===== config.mk =====
export PLATFORM = sky130hd
export DESIGN_NAME = dtr_scan
export DESIGN_NICKNAME = d
export VERILOG_FILES = /design/src/dtr_pkg.sv /design/src/dtr_scan.sv
export SDC_FILE = /design/constraint.sdc
export NUM_CORES = 1
export LEC_CHECK = 0
export BUFFER_PORTS_ARGS = -buffer_cell sky130_fd_sc_hd__buf_2
export CORE_UTILIZATION = 41
export DETAILED_ROUTE_END_ITERATION = 8
export PLACE_DENSITY = 0.83
export REMOVE_ABC_BUFFERS = 1
export SLEW_MARGIN = 25
export SYNTH_ARGS = -nofsm -noshare
export SYNTH_HDL_FRONTEND = slang
export SYNTH_SLANG_ARGS = --single-unit

===== constraint.sdc =====
create_clock -name vclk -period 1.65
set_input_delay 0.165 -clock vclk [all_inputs]
set_output_delay 0.165 -clock vclk [all_outputs]
set_load 0.01 [all_outputs]

===== src/dtr_pkg.sv =====
// Shared types and constants for the transitive reduction block.
// No dependencies.
`timescale 1ns / 1ps
`default_nettype none

package dtr_pkg;

  localparam int MAX_NODES = 64;
  localparam int LIM       = (MAX_NODES < 64) ? MAX_NODES : 64;
  localparam int IDX_W     = 6;
  localparam int CNT_W     = 7;

  localparam logic [1:0] ACT_ADD    = 2'd0;
  localparam logic [1:0] ACT_REDUCE = 2'd1;
  localparam logic [1:0] ACT_CLEAR  = 2'd2;
  localparam logic [1:0] ACT_UNUSED = 2'd3;

  typedef struct packed {
    logic [1:0]       action;
    logic [IDX_W-1:0] from_node;
    logic [IDX_W-1:0] to_node;
  } in_item_t;

  typedef struct packed {
    logic [IDX_W-1:0] node;
    logic [63:0]      kept_successors;
    logic [63:0]      removed_successors;
    logic             unordered;
    logic             last_row;
  } out_item_t;

endpackage

`default_nettype wire


===== src/dtr_scan.sv =====
// Lowest-set-bit finder shared by the sequencer of the reduction block.
// Depends on dtr_pkg.
`timescale 1ns / 1ps
`default_nettype none

module dtr_scan (
  input  wire logic [dtr_pkg::LIM-1:0]   mask,
  output logic      [dtr_pkg::IDX_W-1:0] idx,
  output logic                           any
);
  import dtr_pkg::*;

  always_comb begin
    idx = '0;
    for (int k = LIM - 1; k >= 0; k--) begin
      if (mask[k]) begin
        idx = IDX_W'(k);
      end
    end
  end

  assign any = |mask;

endmodule

`default_nettype wire


======== Yosys cells after proc, flatten, opt, wreduce, memory -nomap -nowiden ========
Index checks and enable logic that the tools add are counted.
operators by class
  $add $sub $neg .......................... 0
  multiply operators ...................... 0
  divide/modulo/power cells ............... 0
  order comparisons ....................... 0
  equality and inequality tests ........... 0
  shift operators ......................... 0
  mux-type cells .......................... 64
  bitwise operators ....................... 0
  reductions and logical operators ........ 1
operators with widths
  cell                 count
  two-way mux 6 bit    64
  OR reduction 64 bit  1
storage, ports and cells
  register bits after elaboration ......... 0
  bits in latches ......................... 0
  memory bits (writable) .................. 0
  ROM bits ................................ 0
  input bits .............................. 64
  output and inout bits ................... 7
  logic and storage cells ................. 65
  memories ................................ 0

======== Depth between registers and ports, before layout ========
Gate-level depths: netlist of the first run.
  word-level depth ........................ 64
  gate-level depth with buffers ........... 5
  mapped depth without buffers ............ 5

======== Worst setup path before layout of the first run ========
OpenSTA, ideal clock, no wires.
  path type ............................... input port to output port
  start point ............................. input mask[15] in the netlist's numbering
  end point ............................... output idx[5] in the netlist's numbering
  arrival ................................. 1.410 ns
  data required time ...................... 1.485 ns
  setup slack ............................. 0.075 ns
  stages on the path ...................... 4
  buffers on the path ..................... 0
  path through ............................ or4_4 > nor2b_2 > nand3_1 > nor4_1
on the way
  longest elaborated chain between the ends .. 16
ends and longest elaborated chain
  element                          RTL line        text
  start, declared                  dtr_scan.sv:7   input wire logic [dtr_pkg::LIM-1:0] mask,
  two-way mux 6 bit (16 in a row)  dtr_scan.sv:16  if (mask[k]) begin
  end, declared                    dtr_scan.sv:8   output logic [dtr_pkg::IDX_W-1:0] idx,
Every way passes these cells.

======== Worst setup path after layout of the first run ========
  start point ............................. input mask[30] in the netlist's numbering
  end point ............................... output idx[2] in the netlist's numbering
on the way
  longest elaborated chain between the ends .. 31
ends and longest elaborated chain
  element                          RTL line
  two-way mux 6 bit (31 in a row)  dtr_scan.sv:16
Every way passes these cells.

==> results of run 1 <==
## placed cells by master, fill, tap and decap left out, drive strengths merged, types with 2 or more instances in the layout
cell    count
buf        92
nor2       20
nor4       18
nor3       12
inv        10
a21oi      10
nand2       9
nand3       7
o21ai       7
or4         5
nor2b       5
nand2b      4
o211ai      4
o31ai       3
o21a        3
o21bai      3
a21boi      3
o311ai      3
or3         3
a31oi       2
a211oi      2
## layer usage
metal	vias to the layer above	track usage [%]	wire length (um)
li1	770	-	-
met5	-	0	0
met2	94	53.76	1847
met4	0	9.804	110
met1	711	36.74	1615
met3	14	2.201	275
## metrics by stage
| step | worst slack, ps | hold slack (ps) | utilization (%) | area (sq um) | instances |
|---|---|---|---|---|---|
| final | -220.3 | 793.0 | 79.75 | 1597 | 264 |
| after detailed placement | -202.3 | 753.9 | 71.25 | 1426 | 263 |
| after CTS | -123.2 | 750.1 | 75.75 | 1516 | 264 |
| after global placement | -154.6 | 751.5 | 71.25 | 1426 | 263 |
| after floorplan | 75.09 | 469.3 | - | 887.1 | 145 |
| after global routing | -262.2 | 840.1 | 79.75 | 1597 | 264 |
## final cells by class
type / count / area [sq um] / share of cell area [%]
repair buffers: 92 / 548.0 / 34.33
multi-input cells: 135 / 977.2 / 61.21
inverters: 10 / 37.54 / 2.351
well taps: 27 / 33.78 / 2.116
## final timing paths
kind / to / from
setup / recovery: idx[2] / mask[30]
hold / removal: idx[5] / mask[1]
## cells by family after synthesis
logic type	count (synthesis)	synth area share, %
buffers and inverters	10	4.232
AO/OA/AOI/OAI	47	36.39
AND/OR/NAND/NOR	88	59.38
## repair_timing
action	4_1_cts	5_1_grt
setup buffers	1	0
endpoints found under the hold margin	0	0
pin swaps	8	20
gates resized for setup	16	18
setup endpoints to repair	7	7
## power groups by stage
stage / clock (mW) / combinational (mW) / sequential (mW)
2_1_floorplan: 0 / 0.0797 / 0
3_3_place_gp: 0 / 0.252 / 0
3_5_place_dp: 0 / 0.257 / 0
4_1_cts: 0 / 0.277 / 0
5_1_grt: 0 / 0.326 / 0
6_report: 0 / 0.304 / 0
## Yosys cell counts, types with 3 or more instances
master	instances	area share, %
nor2_1	19	8.0
nor4_1	16	11
nor3_1	12	6.8
a21oi_1	10	5.6
inv_1	10	4.2
nand2_1	9	3.8
nand3_1	6	3.4
o21ai_0	6	3.4
nand2b_1	4	2.8
nor2b_1	4	2.8
o211ai_1	4	3.4
o21a_1	3	2.5
o21bai_1	3	2.5
o31ai_1	3	2.5
or3_1	3	2.1
or4_1	3	2.5
## critical path, stage by stage
cell	delay, ps
buf_6	90
or4_4	570
o21ai_0	230
a21boi_1	130
o211ai_1	240
a21boi_1	130
buf_2	150
==> flow_summary_export.csv, run 1 <==
group,metric,value,unit
outcome,status,"finished with violations",
outcome,violations,"negative setup slack",
power_and_ir_drop,power_switching,158.7,uW
sta,min_period_over_period,113.4,%
grt,grt-ovfl-total,0,
critical_path,critPathLaunchType,"input pin",
worst_hold_path,hold_depth,5,
grt,grt_pass1_wl,5720,um
power_and_ir_drop,power,304.2,uW
sta,worst_pin_slew,577.4,ps
sta,setup_slack,-220.3,ps
drt,ant_nets,0,
sta,drv_slew,0,
layout,area_delta_synth_final,79.97,%
power_and_ir_drop,power_frac_clock,0,%
grt,grtUsageTotal,29.64,%
clock_tree,cts_hold_buf,0,
power_and_ir_drop,combPwrFrac,100.0,%
critical_path,critPathArrivalTime,1710,ps
sta,fin_crit,1870,ps
power_and_ir_drop,p_int,145.5,uW
layout,fillers,163,
drt,drt_iter0_markers,41,
placement,dpl.hpwl,2787,um
drt,drtPass1Iterations,5,
sta,finalSetupViolations,6,
die,std_cell_rows,16,
grt,antenna_found_initial,0,
die,initial_core_util,44.31,%
critical_path,critPathKind,"input pin to output port",
die,ios,71,
die,die_width,48.52,um
logic_synthesis,syn-cell-area,887.1,sq um
logic_synthesis,synthCells,145,
layout,final_nets,303,
critical_path,cp.required,1480,ps
layout,drive_above_1_share,50.63,%
die,dieArea,2354,sq um
sta,slew_headroom,61.15,%
critical_path,worst-path-max-fanout,3,
drt,routedWlPerCell,14.57,um
power_and_ir_drop,power_density,190.6,nW/um^2
logic_synthesis,synth.distinct_cells,40,
drt,vias,1589,
logic_synthesis,yosysWarnings,0,
die,core-area,2002,sq um
die,die_y,48.52,um
power_and_ir_drop,switching_share,52.17,%
sta,setup_tns,-670.5,ps
sta,rsz0062_at_grt,"true",
worst_hold_path,hold_class,"input pin to output port",
drt,avgViaCountPerCell,6.019,
drt,drt-total-wl,3847,um
placement,io_buffers,71,
grt,grt_max_degree,6,
layout,nClkBuffers,0,
power_and_ir_drop,p_leak,0.6734,nW
power_and_ir_drop,ir_drop,116.6,uV
sta,hold_viol_final,0,
flow_run,maxCapViolations,0,
layout,design.seq.count,0,
power_and_ir_drop,seq_power_share,0,%
sta,max_clock_freq,0.5347,GHz
logic_synthesis,avgSynthCellArea,6.118,sq um
logic_synthesis,synth-seq-area-share,0,%
drt,remaining_drc_errors,0,
critical_path,cp-end-kind,"output port",
grt,grt_pass1_vias,1341,
placement,gp_congestion,0.8638,
layout,seq_area,0,sq um
layout,antenna_cells,0,
Power figures use the tool's default switching activity.
==> run 2: changes to the inputs <==
--- a/config.mk
+++ b/config.mk
@@ -10,6 +10,7 @@
 export DETAILED_ROUTE_END_ITERATION = 8
 export PLACE_DENSITY = 0.83
 export REMOVE_ABC_BUFFERS = 1
+export SETUP_SLACK_MARGIN = 0.1
 export SLEW_MARGIN = 25
 export SYNTH_ARGS = -nofsm -noshare
 export SYNTH_HDL_FRONTEND = slang
==> constraint.sdc (replaced) <==
create_clock -name vclk -period 2.42
set_input_delay 0.242 -clock vclk [all_inputs]
set_output_delay 0.242 -clock vclk [all_outputs]
set_load 0.01 [all_outputs]
==> run 2 against run 1 <==
  * The flow now finishes without violations
  * Largest cell class unchanged
  * Power decreased by 49%
  * First-iteration DRC count decreased by 12%
  * Die area unchanged
  * Critical path type unchanged
==> flow_summary_export.csv, run 2 (synthesis gave the netlist of run 1 again) <==
group,metric,value,unit
critical_path,critical_path.startpoint,"mask[15]",
placement,place_area,1276,sq um
drt,drt-total-wl,2716,um
die,die_width,48.52,um
sta,rsz0062_at_grt,"false",
placement,io_buffers,71,
power_and_ir_drop,power_density,122.0,nW/um^2
layout,seq_area,0,sq um
grt,grt_max_degree,6,
layout,drive_above_1_share,36.57,%
critical_path,cp-end-kind,"output port",
sta,min_period_over_period,81.19,%
layout,design.seq.count,0,
critical_path,critPathArrivalTime,1720,ps
layout,antenna_cells,0,
critical_path,critPathKind,"input pin to output port",
grt,gr-usage-met2,43.19,%
layout,utilization,63.75,%
placement,dpl.hpwl,2419,um
power_and_ir_drop,p_leak,0.5282,nW
sta,setup_tns,0,ps
layout,area_delta_synth_final,43.86,%
power_and_ir_drop,ir_drop,64.69,uV
sta,worst_pin_slew,536.3,ps
worst_hold_path,hold_depth,5,
worst_hold_path,worstHoldStart,"mask[1]",
critical_path,path_delay_family,"simple AND/OR/NAND/NOR gates",
placement,place_inst,243,
grt,antenna_found_initial,0,
drt,remaining_drc_errors,0,
die,initial_core_util,44.31,%
die,die_y,48.52,um
grt,grt-ovfl-total,0,
critical_path,worstPathCellList,"buf_2 -> or4_4 -> nor4_1 -> o211ai_1 -> o211ai_1 -> a21boi_1 -> buf_2",
grt,grt_pass1_vias,1205,
critical_path,crit_buf_inv,2,
clock_tree,post_cts_resized,0,
die,std_cell_rows,16,
layout,final_cell_count_no_fill,243,
grt,met3_usage,1.572,%
critical_path,cp.required,2180,ps
sta,hold_viol_final,0,
layout,final_nets,282,
worst_hold_path,hold_class,"input pin to output port",
sta,slew_headroom,63.91,%
layout,nClkBuffers,0,
worst_hold_path,hold_end,"idx[3]",
drt,drt_iter0_markers,36,
critical_path,cpPeakStageDelay,550,ps
drt,drtPass1Iterations,4,
grt,grtUsageTotal,22.60,%
layout,final_cell_mix,"buf_2 (71), nor2_1 (19), nor4_1 (16), nor3_1 (12)",
die,ios,71,
flow_run,maxCapViolations,0,
sta,fin_crit,1965,ps
critical_path,worst-path-max-fanout,4,
layout,final_common_cell,"buf_2",
drt,vias,1411,
grt,use_met1,28.22,%
sta,drv_slew,0,
layout,fin_area,1276,sq um
drt,avgViaCountPerCell,5.807,
drt,ant_nets,0,
sta,max_clock_freq,0.5089,GHz
clock_tree,post-cts-setup-buffers,0,
die,dieArea,2354,sq um
outcome,status,"complete, no violations",
grt,top_usage_layer,"met2",
drt,routedWlPerCell,11.18,um
placement,gp_congestion,0.8420,
power_and_ir_drop,power,155.7,uW
grt,grt_pass1_wl,4540,um
critical_path,slowest_stage,"or4_4",
clock_tree,cts_hold_buf,0,
sta,finalSetupViolations,0,
critical_path,critPathLaunchType,"input pin",
die,core-area,2002,sq um
## run 2: cell types whose count changed in the layout (fill, tap and decap cells not counted), sizes merged
| cell | previous run | this run |
|---|---|---|
| buf | 92 | 71 |
## run 2: final cells by class
cell class                      count  area (sq um)
Multi-Input combinational cell    135         849.6
Timing Repair Buffer               71         355.3
Tap cell                           27         33.78
Fill cell                         209         725.7
Inverter                           10         37.54
## run 2: routing by layer
layer | wire length [um] | part of all wire, %
met5 | 0 | 0
met4 | 16 | 0.59
met3 | 225 | 8.3
met2 | 1240 | 46
met1 | 1234 | 45
## run 2: report_power, final
part | leakage, nW | switching, mW | internal [mW]
clock network | 0 | 0 | 0
logic | 0.528 | 0.0849 | 0.0709
registers | 0 | 0 | 0
total | 0.528 | 0.0849 | 0.0709
## run 2: worst min-delay path, cell delays in order
cell	delay (ps)
buf_2	100
nor4_1	60
nand2_1	50
a31oi_1	30
buf_2	130
## run 2: how the worst max path moves through the flow
stage,end,slack (ps),cells past startpoint
after detailed placement,idx[2],450,7
after floorplan,idx[5],690,4
after global placement,idx[2],470,7
final,idx[2],460,7
after global routing,idx[2],320,7
after CTS,idx[2],450,7
## run 2: metrics by stage
| stage | worst slack, ps | hold slack (ps) |
|---|---|---|
| after floorplan | 691.1 | 623.3 |
| after detailed placement | 453.5 | 865.1 |
| after CTS | 450.3 | 864.9 |
| final | 455.2 | 863.6 |
| after global routing | 322.6 | 913.9 |
| after global placement | 469.9 | 864.1 |
==> run 3: changes to the inputs <==
--- a/config.mk
+++ b/config.mk
@@ -5,10 +5,11 @@
 export SDC_FILE = /design/constraint.sdc
 export NUM_CORES = 1
 export LEC_CHECK = 0
+export ABC_AREA = 1
 export BUFFER_PORTS_ARGS = -buffer_cell sky130_fd_sc_hd__buf_2
-export CORE_UTILIZATION = 41
+export CORE_UTILIZATION = 40
 export DETAILED_ROUTE_END_ITERATION = 8
-export PLACE_DENSITY = 0.83
+export PLACE_DENSITY = 0.81
 export REMOVE_ABC_BUFFERS = 1
 export SETUP_SLACK_MARGIN = 0.1
 export SLEW_MARGIN = 25
==> constraint.sdc (replaced) <==
create_clock -name vclk -period 1.7
set_input_delay 0.17 -clock vclk [all_inputs]
set_output_delay 0.17 -clock vclk [all_outputs]
set_load 0.01 [all_outputs]
==> run 3 against run 2 <==
  * The run now ends with negative setup slack left
  * Area after synthesis rose by 16%
  * Critical path depth rose by 58
  * Sequential share of layout area unchanged
  * Routed wire length down 3.9%
  * Cell count increased by 47%
  * Global-route usage down 2.3 points
  * Largest power group unchanged
  * Sequential cell count unchanged
  * Cell area is 28% higher
  * Non-clock buffer count grew 22
==> flow_summary_export.csv, run 3 <==
group,metric,value,unit
critical_path,critPathLaunchType,"input pin",
critical_path,cpMostUsedCell,"nand2_1",
grt,grt_pass1_wl,4588,um
die,die_y,52.62,um
sta,setup_slack,-1830,ps
sta,finalSetupViolations,7,
grt,grt_pass1_vias,1388,
power_and_ir_drop,power_density,182.3,nW/um^2
die,die_width,52.62,um
outcome,violations,"negative setup slack",
layout,utilization,70.70,%
logic_synthesis,synthCells,235,
sta,fin_crit,3530,ps
drt,ant_nets,0,
die,dieArea,2768,sq um
layout,final_common_cell,"nand2_1",
drt,wl_met1,1113,um
critical_path,critical_path.startpoint,"mask[62]",
sta,hold_viol_final,0,
sta,timing.hold.ws,610.9,ps
layout,nClkBuffers,0,
worst_hold_path,hold_end,"idx[0]",
flow_run,maxCapViolations,0,
critical_path,cp-end-kind,"output port",
layout,final_cell_count_no_fill,356,
placement,place_inst,352,
logic_synthesis,yosysWarnings,0,
sta,drv_slew,0,
drt,top_layer_used,"met3",
grt,grtUsageTotal,20.26,%
drt,vias,1486,
die,ios,71,
critical_path,critPathKind,"input pin to output port",
drt,drt_iter0_markers,11,
drt,remaining_drc_errors,0,
sta,min_period_over_period,207.7,%
grt,grt-ovfl-total,0,
placement,gp_congestion,0.7691,
logic_synthesis,synth_top_area_cell,"nand2_1",
drt,dr_wl_met3,146,um
worst_hold_path,hold_class,"input pin to output port",
grt,antenna_found_initial,0,
layout,fillers,244,
logic_synthesis,synth-seq-area-share,0,%
sta,worst_pin_slew,542.1,ps
placement,place_area,1550,sq um
layout,drive_above_1_share,34.15,%
layout,antenna_cells,0,
logic_synthesis,syn-cell-area,1025,sq um
die,core-area,2318,sq um
grt,grt_max_degree,4,
power_and_ir_drop,p_leak,1.116,nW
critical_path,critPathArrivalTime,3360,ps
outcome,status,"finished with violations",
worst_hold_path,hold_depth,3,
die,initial_core_util,44.20,%
die,std_cell_rows,17,
logic_synthesis,avgSynthCellArea,4.361,sq um
clock_tree,cts_hold_buf,0,
layout,fin_area,1639,sq um
worst_hold_path,worstHoldStart,"mask[0]",
layout,final_nets,394,
critical_path,cpPeakStageDelay,130,ps
drt,drt-total-wl,2611,um
placement,io_buffers,71,
layout,design.seq.count,0,
sta,setup_tns,-3929,ps
critical_path,cp.required,1530,ps
logic_synthesis,synth_common_cells,"nand2_1 (100), inv_1 (59), nor2_1 (44)",
logic_synthesis,synth.most_common_cell,"nand2_1",
sta,max_clock_freq,0.2833,GHz
sta,rsz0062_at_grt,"true",
logic_synthesis,synth.distinct_cells,16,
drt,route.met2.wl,1350,um
logic_synthesis,yosys-top-cells-area,"nand2_1 (37%), inv_1 (22%), nor2_1 (16%), bufinv_8 (12%), nand3_1 (2.9%)",
critical_path,worst-path-max-fanout,2,
drt,drtPass1Iterations,4,
sta,slew_headroom,63.53,%
drt,avgViaCountPerCell,4.174,
layout,area_delta_synth_final,59.95,%
layout,seq_area,0,sq um
placement,dpl.hpwl,2258,um
power_and_ir_drop,ir_drop,127.3,uV
critical_path,slowest_stage,"buf_2",
drt,routedWlPerCell,7.334,um
logic_synthesis,synth_top_cell_area_share,36.63,%
layout,final_cell_mix,"nand2_1 (100), buf_2 (69), inv_1 (59), nor2_1 (43), buf_4 (21)",
-- run 3: cell count changes after synthesis, sizes merged, moves of 4 or more --
cell | before | now
nand2 | 9 | 100
inv | 10 | 62
nor2 | 20 | 44
nor4 | 18 | 2
nor3 | 12 | 2
bufinv | 0 | 7
a21oi | 10 | 5
nor2b | 5 | 0
o21ai | 7 | 2
or4 | 5 | 0
nand2b | 4 | 0
o211ai | 4 | 0
-- run 3: timing repair --
item                       CTS  global route
pin swaps                    5             2
setup endpoints to repair    4             7
gates cloned                 0             0
setup buffers                4             0
gates resized for setup      5             8
-- run 3: kinds of logic (layout without fill, tap and decap cells) --
kind of cell,Yosys count,after routing,share of synthesized area (%)
AND/OR/NAND/NOR,154,154,57.88
buffers and inverters,69,162,34.68
AO/OA/AOI/OAI,12,12,7.450
-- run 3: how the worst max path moves through the flow --
stage                     cells past startpoint     end
after global routing                         65  idx[0]
after detailed placement                     65  idx[0]
after CTS                                    65  idx[0]
final                                        65  idx[0]
after floorplan                              63  idx[0]
after global placement                       65  idx[0]
-- run 3: cell type report --
| cell class | instances | area, sq um | area share, % |
|---|---|---|---|
| Multi-Input combinational cell | 166 | 711.9 | 43.44 |
| Timing Repair Buffer | 93 | 536.8 | 32.75 |
| Tap cell | 28 | 35.03 | 2.137 |
| Inverter | 69 | 355.3 | 21.68 |
-- run 3: through the flow --
stage	total power [mW]	worst slack (ps)
6_report	0.2989	-1830
3_5_place_dp	0.2817	-1840
5_1_grt	0.3441	-2516
4_1_cts	0.2954	-1845
3_3_place_gp	0.2763	-1826
2_1_floorplan	0.1450	-1379
-- run 3: routing by layer --
layer | track usage [%] | vias up
met1 | 22.22 | 592
li1 | - | 856
met5 | 0 | -
met2 | 43.04 | 38
met4 | 0 | 0
met3 | 1.449 | 0
-- run 3: power by group --
group / internal (mW) / switching [mW] / leakage [nW]
logic: 0.168 / 0.131 / 1.12
registers: 0 / 0 / 0
clock network: 0 / 0 / 0
-- run 3: critical path: cells and delay by family --
family / cells / cell delay [ps]
compound gates: 1 / 100
buf+inv: 3 / 260
simple gates: 61 / 2820
